**config.mk**
```make
export PLATFORM = sky130hd
export DESIGN_NAME = priority_run_queue
export DESIGN_NICKNAME = d
export VERILOG_FILES = /design/src/rtl/prq_pkg.sv /design/src/rtl/priority_run_queue.sv /design/src/rtl/prq_ram.sv /design/src/rtl/prq_cmp.sv
export SDC_FILE = /design/constraint.sdc
export NUM_CORES = 1
export LEC_CHECK = 0
export BUFFER_PORTS_ARGS = -buffer_cell sky130_fd_sc_hd__buf_2
export CORE_MARGIN = 5
export CORE_UTILIZATION = 50
export CTS_CLUSTER_SIZE = 8
export DETAILED_ROUTE_END_ITERATION = 8
export PLACE_DENSITY = 0.72
export SLEW_MARGIN = 20
export SYNTH_ARGS = -nofsm -noshare
export SYNTH_HDL_FRONTEND = slang
export SYNTH_SLANG_ARGS = --single-unit
```
**constraint.sdc**
```tcl
create_clock -name clk_i -period 6.4 [get_ports clk_i]
set_input_delay 0.96 -clock clk_i [delete_from_list [all_inputs] [get_ports clk_i]]
set_output_delay 0.96 -clock clk_i [all_outputs]
set_load 0.01 [all_outputs]
```
**src/rtl/prq_pkg.sv**
```systemverilog
// Shared types, constants and codes for the priority run queue.
`default_nettype none

package prq_pkg;

  localparam int QUEUE_SLOTS = 64;
  localparam int PRIO_LIMIT  = 128;

  localparam int KIND_W = 2;
  localparam int ID_W   = 6;
  localparam int PRIO_W = 7;
  localparam int STAT_W = 2;

  localparam int PTR_W = $clog2(QUEUE_SLOTS);
  localparam int CNT_W = $clog2(QUEUE_SLOTS + 1);
  localparam int NUM_IDS = 2 ** ID_W;

  typedef enum logic [KIND_W-1:0] {
    KIND_INSERT = 2'd0,
    KIND_REMOVE = 2'd1,
    KIND_SELECT = 2'd2,
    KIND_NOP    = 2'd3
  } kind_e;

  typedef enum logic [STAT_W-1:0] {
    ST_OK      = 2'd0,
    ST_DUP     = 2'd1,
    ST_MISSING = 2'd2,
    ST_EMPTY   = 2'd3
  } status_e;

  typedef struct packed {
    logic [KIND_W-1:0] kind;
    logic [ID_W-1:0]   proc_id;
    logic [PRIO_W-1:0] priority_req;
  } cmd_t;

  typedef struct packed {
    logic [STAT_W-1:0] status;
    logic [ID_W-1:0]   chosen_id;
    logic [PRIO_W-1:0] chosen_priority;
  } res_t;

  typedef struct packed {
    logic [ID_W-1:0]   id;
    logic [PRIO_W-1:0] prio;
  } entry_t;

  localparam int ENTRY_W = $bits(entry_t);

  typedef struct packed {
    logic             clear;
    logic             valid;
    logic             is_sel;
    logic [PTR_W-1:0] idx;
  } scan_ctl_t;

  typedef struct packed {
    logic              found;
    logic [PTR_W-1:0]  pos;
    logic [ID_W-1:0]   id;
    logic [PRIO_W-1:0] prio;
  } best_t;

endpackage

`default_nettype wire

```
**src/rtl/priority_run_queue.sv**
```systemverilog
// Top level: ordered ready queue with insert, remove and select-best commands.
// Insert, refused commands and kind 3 strobe done_o straight from the exec state;
//   remove and select first scan the queue from the head, then run the unlink
//   shift, which ends with the result strobe.
// One command at a time; busy stays high until the result strobe.
// Reset (async, active low) empties the queue; done_o is a strobe, no stall.
`default_nettype none

module priority_run_queue (
  input  wire logic            clk_i,
  input  wire logic            rst_ni,
  input  wire logic            start,
  input  wire prq_pkg::cmd_t   cmd_i,
  output logic                 busy,
  output logic                 done_o,
  output prq_pkg::res_t        res_o
);

  localparam int PTR_W = prq_pkg::PTR_W;
  localparam int CNT_W = prq_pkg::CNT_W;
  localparam logic [PTR_W:0]   SlotsWrap = (PTR_W + 1)'(prq_pkg::QUEUE_SLOTS);
  localparam logic [PTR_W-1:0] LastPtr   = PTR_W'(prq_pkg::QUEUE_SLOTS - 1);
  localparam logic [CNT_W-1:0] FullCnt   = CNT_W'(prq_pkg::QUEUE_SLOTS);

  typedef enum logic [1:0] {
    S_IDLE,
    S_EXEC,
    S_SCAN,
    S_SHIFT
  } state_e;

  // Map a logical queue position (head = 0) to a RAM address.
  function automatic logic [PTR_W-1:0] phys(input logic [PTR_W-1:0] base,
                                            input logic [PTR_W-1:0] off);
    logic [PTR_W:0] sum;
    sum = {1'b0, base} + {1'b0, off};
    if (sum >= SlotsWrap) begin
      sum = sum - SlotsWrap;
    end
    return sum[PTR_W-1:0];
  endfunction

  // Control and queue bookkeeping
  state_e                        state_q, state_d;
  prq_pkg::cmd_t                 cmd_q, cmd_d;
  logic [PTR_W-1:0]              head_q, head_d;
  logic [CNT_W-1:0]              count_q, count_d;
  logic [prq_pkg::NUM_IDS-1:0]   present_q, present_d;

  // Scan pointers: rk is the next position to read, rv/ridx tag the RAM data.
  logic [CNT_W-1:0]              rk_q, rk_d;
  logic                          rv_q, rv_d;
  logic [PTR_W-1:0]              ridx_q, ridx_d;

  // Shift pointers: sh_rem entries still to move, wv/widx tag the pending write.
  logic [CNT_W-1:0]              sh_rem_q, sh_rem_d;
  logic                          wv_q, wv_d;
  logic [PTR_W-1:0]              widx_q, widx_d;

  prq_pkg::res_t                 res_q, res_d;
  logic                          done_q, done_d;

  // RAM and compare unit hookup
  logic                          ram_we;
  logic [PTR_W-1:0]              ram_waddr;
  prq_pkg::entry_t               ram_wdata;
  logic [PTR_W-1:0]              ram_raddr;
  prq_pkg::entry_t               ram_rdata;
  prq_pkg::scan_ctl_t            scan_ctl;
  prq_pkg::best_t                best;

  logic [CNT_W-1:0]              sh_prev;
  logic [PTR_W-1:0]              head_dec;
  logic [PTR_W-1:0]              head_inc;
  logic [prq_pkg::PRIO_W-1:0]    prio_sat;
  logic                          is_sel;

  assign sh_prev  = sh_rem_q - CNT_W'(1);
  assign head_dec = (head_q == '0) ? LastPtr : head_q - PTR_W'(1);
  assign head_inc = (head_q == LastPtr) ? '0 : head_q + PTR_W'(1);
  assign is_sel   = (cmd_q.kind == prq_pkg::KIND_SELECT);

  // Clamp so every stored entry stays selectable.
  assign prio_sat = (int'(cmd_q.priority_req) >= prq_pkg::PRIO_LIMIT) ?
                    prq_pkg::PRIO_W'(prq_pkg::PRIO_LIMIT - 1) : cmd_q.priority_req;

  always_comb begin
    state_d   = state_q;
    cmd_d     = cmd_q;
    head_d    = head_q;
    count_d   = count_q;
    present_d = present_q;
    rk_d      = rk_q;
    rv_d      = 1'b0;
    ridx_d    = ridx_q;
    sh_rem_d  = sh_rem_q;
    wv_d      = 1'b0;
    widx_d    = widx_q;
    res_d     = res_q;
    done_d    = 1'b0;

    ram_we    = 1'b0;
    ram_waddr = phys(head_q, widx_q);
    ram_wdata = ram_rdata;
    ram_raddr = phys(head_q, rk_q[PTR_W-1:0]);

    scan_ctl  = '{clear: 1'b0, valid: rv_q, is_sel: is_sel, idx: ridx_q};

    case (state_q)
      S_IDLE: begin
        // Take a command beat.
        if (start) begin
          cmd_d   = cmd_i;
          state_d = S_EXEC;
        end
      end

      S_EXEC: begin
        res_d       = '0;
        res_d.status = prq_pkg::ST_OK;
        scan_ctl.clear = 1'b1;
        rk_d = '0;
        case (cmd_q.kind)
          prq_pkg::KIND_INSERT: begin
            if (present_q[cmd_q.proc_id] || (count_q == FullCnt)) begin
              res_d.status = prq_pkg::ST_DUP;
            end else begin
              // Push at the head: step the head back and write there.
              ram_we    = 1'b1;
              ram_waddr = head_dec;
              ram_wdata = '{id: cmd_q.proc_id, prio: prio_sat};
              head_d    = head_dec;
              count_d   = count_q + CNT_W'(1);
              present_d[cmd_q.proc_id] = 1'b1;
            end
            done_d  = 1'b1;
            state_d = S_IDLE;
          end
          prq_pkg::KIND_REMOVE: begin
            if (!present_q[cmd_q.proc_id]) begin
              res_d.status = prq_pkg::ST_MISSING;
              done_d  = 1'b1;
              state_d = S_IDLE;
            end else begin
              state_d = S_SCAN;
            end
          end
          prq_pkg::KIND_SELECT: begin
            if (count_q == '0) begin
              res_d.status = prq_pkg::ST_EMPTY;
              done_d  = 1'b1;
              state_d = S_IDLE;
            end else begin
              state_d = S_SCAN;
            end
          end
          default: begin
            done_d  = 1'b1;
            state_d = S_IDLE;
          end
        endcase
      end

      S_SCAN: begin
        // Read one entry per cycle from the head; the compare unit sees it next cycle.
        if (rk_q != count_q) begin
          rk_d   = rk_q + CNT_W'(1);
          rv_d   = 1'b1;
          ridx_d = rk_q[PTR_W-1:0];
        end else if (!rv_q) begin
          sh_rem_d = CNT_W'(best.pos);
          state_d  = S_SHIFT;
        end
      end

      S_SHIFT: begin
        // Close the gap: move entries in front of pos one place toward the tail.
        ram_raddr = phys(head_q, sh_prev[PTR_W-1:0]);
        ram_we    = wv_q;
        if (sh_rem_q != '0) begin
          sh_rem_d = sh_prev;
          wv_d     = 1'b1;
          widx_d   = sh_rem_q[PTR_W-1:0];
        end else if (!wv_q) begin
          // Drop the old head slot and report.
          head_d  = head_inc;
          count_d = count_q - CNT_W'(1);
          present_d[best.id] = 1'b0;
          if (is_sel) begin
            res_d.chosen_id       = best.id;
            res_d.chosen_priority = best.prio;
          end
          done_d  = 1'b1;
          state_d = S_IDLE;
        end
      end

      default: begin
        state_d = S_IDLE;
      end
    endcase
  end

  always_ff @(posedge clk_i or negedge rst_ni) begin
    if (!rst_ni) begin
      state_q   <= S_IDLE;
      head_q    <= '0;
      count_q   <= '0;
      present_q <= '0;
      rk_q      <= '0;
      rv_q      <= 1'b0;
      sh_rem_q  <= '0;
      wv_q      <= 1'b0;
      done_q    <= 1'b0;
      res_q     <= '0;
    end else begin
      state_q   <= state_d;
      head_q    <= head_d;
      count_q   <= count_d;
      present_q <= present_d;
      rk_q      <= rk_d;
      rv_q      <= rv_d;
      sh_rem_q  <= sh_rem_d;
      wv_q      <= wv_d;
      done_q    <= done_d;
      res_q     <= res_d;
    end
  end

  // Payload registers: no reset needed.
  always_ff @(posedge clk_i) begin
    cmd_q  <= cmd_d;
    ridx_q <= ridx_d;
    widx_q <= widx_d;
  end

  // The queue RAM has one read and one write port; scans and the unlink shift
  // each move one entry per cycle through it. Its contents survive reset.
  prq_ram #(
    .WIDTH(prq_pkg::ENTRY_W),
    .DEPTH(prq_pkg::QUEUE_SLOTS)
  ) u_ram (
    .clk_i  (clk_i),
    .we_i   (ram_we),
    .waddr_i(ram_waddr),
    .wdata_i(ram_wdata),
    .raddr_i(ram_raddr),
    .rdata_o(ram_rdata)
  );

  prq_cmp u_cmp (
    .clk_i   (clk_i),
    .rst_ni  (rst_ni),
    .ctl_i   (scan_ctl),
    .entry_i (ram_rdata),
    .target_i(cmd_q.proc_id),
    .best_o  (best)
  );

  assign busy   = (state_q != S_IDLE);
  assign done_o = done_q;
  assign res_o  = res_q;

`ifndef SYNTHESIS
  // A result beat is a single-cycle strobe.
  a_done_single: assert property (@(posedge clk_i) disable iff (!rst_ni)
    done_q |=> !done_q) else $error("result strobe held two cycles");

  // Result beats only appear once the sequencer has gone idle.
  a_done_idle: assert property (@(posedge clk_i) disable iff (!rst_ni)
    done_q |-> !busy) else $error("result strobe while busy");

  // Presence map and fill count must agree.
  a_count_map: assert property (@(posedge clk_i) disable iff (!rst_ni)
    $countones(present_q) == int'(count_q)) else $error("presence map out of sync");

  // The queue never overfills.
  a_count_max: assert property (@(posedge clk_i) disable iff (!rst_ni)
    count_q <= FullCnt) else $error("queue count overflow");

  // Every scan that reaches the unlink shift has found its entry.
  a_shift_found: assert property (@(posedge clk_i) disable iff (!rst_ni)
    (state_q == S_SHIFT) |-> best.found) else $error("unlink without a found entry");
`endif

endmodule

`default_nettype wire

```
**src/rtl/prq_ram.sv**
```systemverilog
// Generic single-write, single-read RAM with registered read data.
`default_nettype none

module prq_ram #(
  parameter int WIDTH = 8,
  parameter int DEPTH = 16
) (
  input  wire logic                     clk_i,
  input  wire logic                     we_i,
  input  wire logic [$clog2(DEPTH)-1:0] waddr_i,
  input  wire logic [WIDTH-1:0]         wdata_i,
  input  wire logic [$clog2(DEPTH)-1:0] raddr_i,
  output logic      [WIDTH-1:0]         rdata_o
);

  logic [WIDTH-1:0] mem_q [DEPTH];
  logic [WIDTH-1:0] rdata_q;

  always_ff @(posedge clk_i) begin
    if (we_i) begin
      mem_q[waddr_i] <= wdata_i;
    end
    rdata_q <= mem_q[raddr_i];
  end

  assign rdata_o = rdata_q;

endmodule

`default_nettype wire

```
**src/rtl/prq_cmp.sv**
```systemverilog
// Shared compare unit: tracks the matching or most urgent entry of a scan.
`default_nettype none

module prq_cmp (
  input  wire logic                          clk_i,
  input  wire logic                          rst_ni,
  input  wire prq_pkg::scan_ctl_t            ctl_i,
  input  wire prq_pkg::entry_t               entry_i,
  input  wire logic [prq_pkg::ID_W-1:0]      target_i,
  output prq_pkg::best_t                     best_o
);

  logic                         found_q;
  logic [prq_pkg::PTR_W-1:0]    pos_q;
  logic [prq_pkg::ID_W-1:0]     id_q;
  logic [prq_pkg::PRIO_W-1:0]   prio_q;
  logic                         take;

  // Select: first strictly lower priority wins; remove: first id match.
  always_comb begin
    if (ctl_i.is_sel) begin
      take = ctl_i.valid && (!found_q || (entry_i.prio < prio_q));
    end else begin
      take = ctl_i.valid && !found_q && (entry_i.id == target_i);
    end
  end

  always_ff @(posedge clk_i or negedge rst_ni) begin
    if (!rst_ni) begin
      found_q <= 1'b0;
    end else if (ctl_i.clear) begin
      found_q <= 1'b0;
    end else if (take) begin
      found_q <= 1'b1;
    end
  end

  always_ff @(posedge clk_i) begin
    if (take) begin
      pos_q  <= ctl_i.idx;
      id_q   <= entry_i.id;
      prio_q <= entry_i.prio;
    end
  end

  assign best_o = '{found: found_q, pos: pos_q, id: id_q, prio: prio_q};

endmodule

`default_nettype wire

```
==> out/results.ini <==
[power_and_ir_drop]
ir_worst_vdd_v = 0.0004630
switching_power_mw = 8.382
power_mw = 24.93
p_int_mw = 16.55
switching_share = 0.3363
seq_power_share = 0.348
powerDensity_nw_per_um2 = 535.1
power.share.clock = 0.274
leakage_nw = 15.65
p_comb_frac = 0.377

[synthesis]
syn_nets = 2141
ys_warn_count = 0
ys.flop_type = edfxtp_1
synth_cells = 2089
avgSynthCellArea_sq_um = 19.37
synth_edf_count = 878
synth_seq_cells = 1003
seq_area_frac_synth = 0.7274
syn_area_sq_um = 40460
yosysUniqueCellTypes = 70
async_reset_ff_frac = 0.1117

[drt]
drc = 0
antenna_left = 0
wire_per_inst_microns = 29.62
drt_iter0_markers = 2731
num_vias = 21880
wl_microns = 100700
vias_per_cell = 6.433
drtPass1Iterations = 7

[placed_design]
place_ws_ns = 1.323
place_inst = 3183
numPortBuffers = 34
place.gp.congestion = 0.9128
hpwl_microns = 58350

[timing]
worstMarginPinSlew_ns = 1.077
fmax_mhz = 192.9
worst_clock_skew_ns = 0.03166
hold_viol_final = 0
final-setup-viol-count = 0
fin_crit_ns = 5.185
fin_crit_sh = 0.8102
finalMaxSlewViolations = 0
holdWs_ns = 0.2031
fin_tns_setup_ns = 0
slew_headroom = 0.2817
grt_setup_unrepaired = false
setup_ws_ns = 1.215

[die]
initial_core_util = 0.5031
die-area_sq_um = 86710
rows = 104
ios = 35
core_sq_um = 80420
die_w_microns = 294.5
die-height_microns = 294.5

[critical_path]
cp_data_required_time_ns = 6.99
r2r_end = u_ram.rdata_o[2]
worstPathMaxFanout = 33
cp-start-kind = register
crit_type = register to register
critPathArrivalTime_ns = 5.77
crit_path_end_kind = register
crit_start = state_q[0]
regToRegSetupSlack_ns = 1.21
worstReg2RegStart = state_q[0]
r2r.worst_path.cells = 9

[flow_run]
cap_violations = 0

[global_routing]
grt_overflow = 0
grt.total_usage = 0.2342
grt_pass1_wl_microns = 148600
grt_start_max_net_pins = 75
grt_pass1_vias = 22070
antenna_found_initial = 5

[worst_hold_path]
worstHoldPathType = primary input to async pin

[cells_and_area]
drive_above_1_share = 0.2624
nets = 2320
area_growth_pct = 15.14
final_cells = 3401

[clock_network]
cts_num_sinks = 1003
cts_tree = yes
root_buffer = clkbuf_16
htree_levels = 4
ctsHoldBuffers = 0
clk-insertion-delay-late_ns = 0.74
numCtsBuffers = 143
clock_path_buffers = 3
cts.clk_slew.worst_paths_ns = 0.05
cts_setup_buffers = 0
cts_resized = 0

[outcome]
status = finished, final reports clean

[sequential cells by signal (all words and copies together) (netlist names), named ones only]
name,count
head_q,6
done_o,1
count_q,7
widx_q,6
present_q,64
u_ram.mem_q,832
state_q,1
ridx_q,6
wv_q,1
sh_rem_q,7
u_ram.rdata_o,13
rk_q,7
prio_sat,7
u_cmp.id_q,6
u_cmp.found_q,1
u_cmp.prio_q,7
res_o,15
u_cmp.pos_q,6
cmd_q,8
rv_q,1
[stage by stage]
stage               utilization  cell area (sq um)
floorplan                     -              40460
global placement         0.5285              42500
detailed placement       0.5286              42510
CTS                      0.5791              46570
global route             0.5792              46580
finish                   0.5793              46580
[cells in the final DEF, fill, tap and decap left out, types with 10 or more instances in the layout]
cell	n
edfxtp_1	878
inv_1	30
clkbuf_1	57
nor2_1	98
a21oi_1	23
nor2b_1	13
mux2i_1	13
dfxtp_1	13
and2_1	13
mux4_2	273
nand3_1	33
a221oi_1	20
ha_1	30
xor2_1	15
clkbuf_16	143
mux2_2	10
xnor2_1	25
buf_2	33
buf_4	88
o21ai_0	164
a22o_1	14
nand2_1	78
dfrtp_1	112
[logic make-up after synthesis]
logic type / count (synthesis) / share of synthesized area
AOI/OAI and AO/OA: 286 / 0.04441
xor gates and xnor gates: 43 / 0.009308
buffers and inverters: 126 / 0.01246
DFF: 1003 / 0.7274
adders and majority gates: 34 / 0.01107
muxes: 307 / 0.1617
and+or+nand+nor: 290 / 0.03368
[worst max path at each step]
stage,end,slack (ns),cells after the start
after floorplan,u_ram.mem_q[0][12],0.93,10
after global placement,u_ram.rdata_o[9],1.40,9
after detailed placement,u_ram.rdata_o[12],1.32,9
after CTS,u_ram.rdata_o[2],1.29,9
after global routing,u_ram.rdata_o[2],0.98,9
final,u_ram.rdata_o[2],1.21,9
[worst max-delay path, cell delays in order, from the launching register on]
cell and delay [ns]:
dfrtp_1 0.55, nand2_1 0.53, o21ai_0 0.48, ha_4 0.19, inv_1 0.05, fa_4 1.19, buf_4 0.53, mux4_2 0.41
mux4_2 0.56, mux4_2 0.49
[routing by layer]
metal,track usage,vias up,share of wire,wire [microns]
met5,0,-,0.00013,13
met3,0.05456,185,0.099,9965
met2,0.3745,1355,0.49,49430
li1,-,8899,-,-
met1,0.3270,11440,0.38,38560
met4,0.07205,2,0.027,2752
[layout make-up]
cell class	instances	area, sq um
Clock buffer	200	3792
Fill cell	5721	33830
Inverter	31	116.4
Multi-Input combinational cell	960	10670
Tap cell	1060	1326
Timing Repair Buffer	129	985.9
Antenna cell	1	2.502
Clock inverter	17	265.3
Sequential cell	1003	29430
[synthesized netlist by cell type, types with 8 or more instances]
master,instances,share of area
mux4_2,273,0.15
dfrtp_1,112,0.069
edfxtp_1,878,0.65
mux2_2,13,0.0036
xnor2_1,27,0.0058
buf_2,10,0.0012
xor2_1,16,0.0035
a22o_1,14,0.0030
a21oi_1,23,0.0028
nor3_1,12,0.0015
a21o_1,8,0.0015
nor2b_1,13,0.0020
o21ai_0,168,0.021
and2_1,13,0.0020
nand2_1,78,0.0072
buf_1,22,0.0020
mux2i_1,13,0.0032
dfxtp_1,13,0.0064
nand3_1,33,0.0041
inv_1,30,0.0028
nor2_1,98,0.0091
clkbuf_1,60,0.0056
ha_1,31,0.0096
a221oi_1,20,0.0043
[power groups by stage]
stage	registers (mW)	logic (mW)	clock network, mW
2_1_floorplan	8.60	6.36	0
3_3_place_gp	8.78	9.15	0
3_5_place_dp	8.79	9.36	0
4_1_cts	8.67	9.45	6.95
5_1_grt	8.71	9.94	7.26
6_report	8.69	9.40	6.84
(Power assumes the default switching activity.)
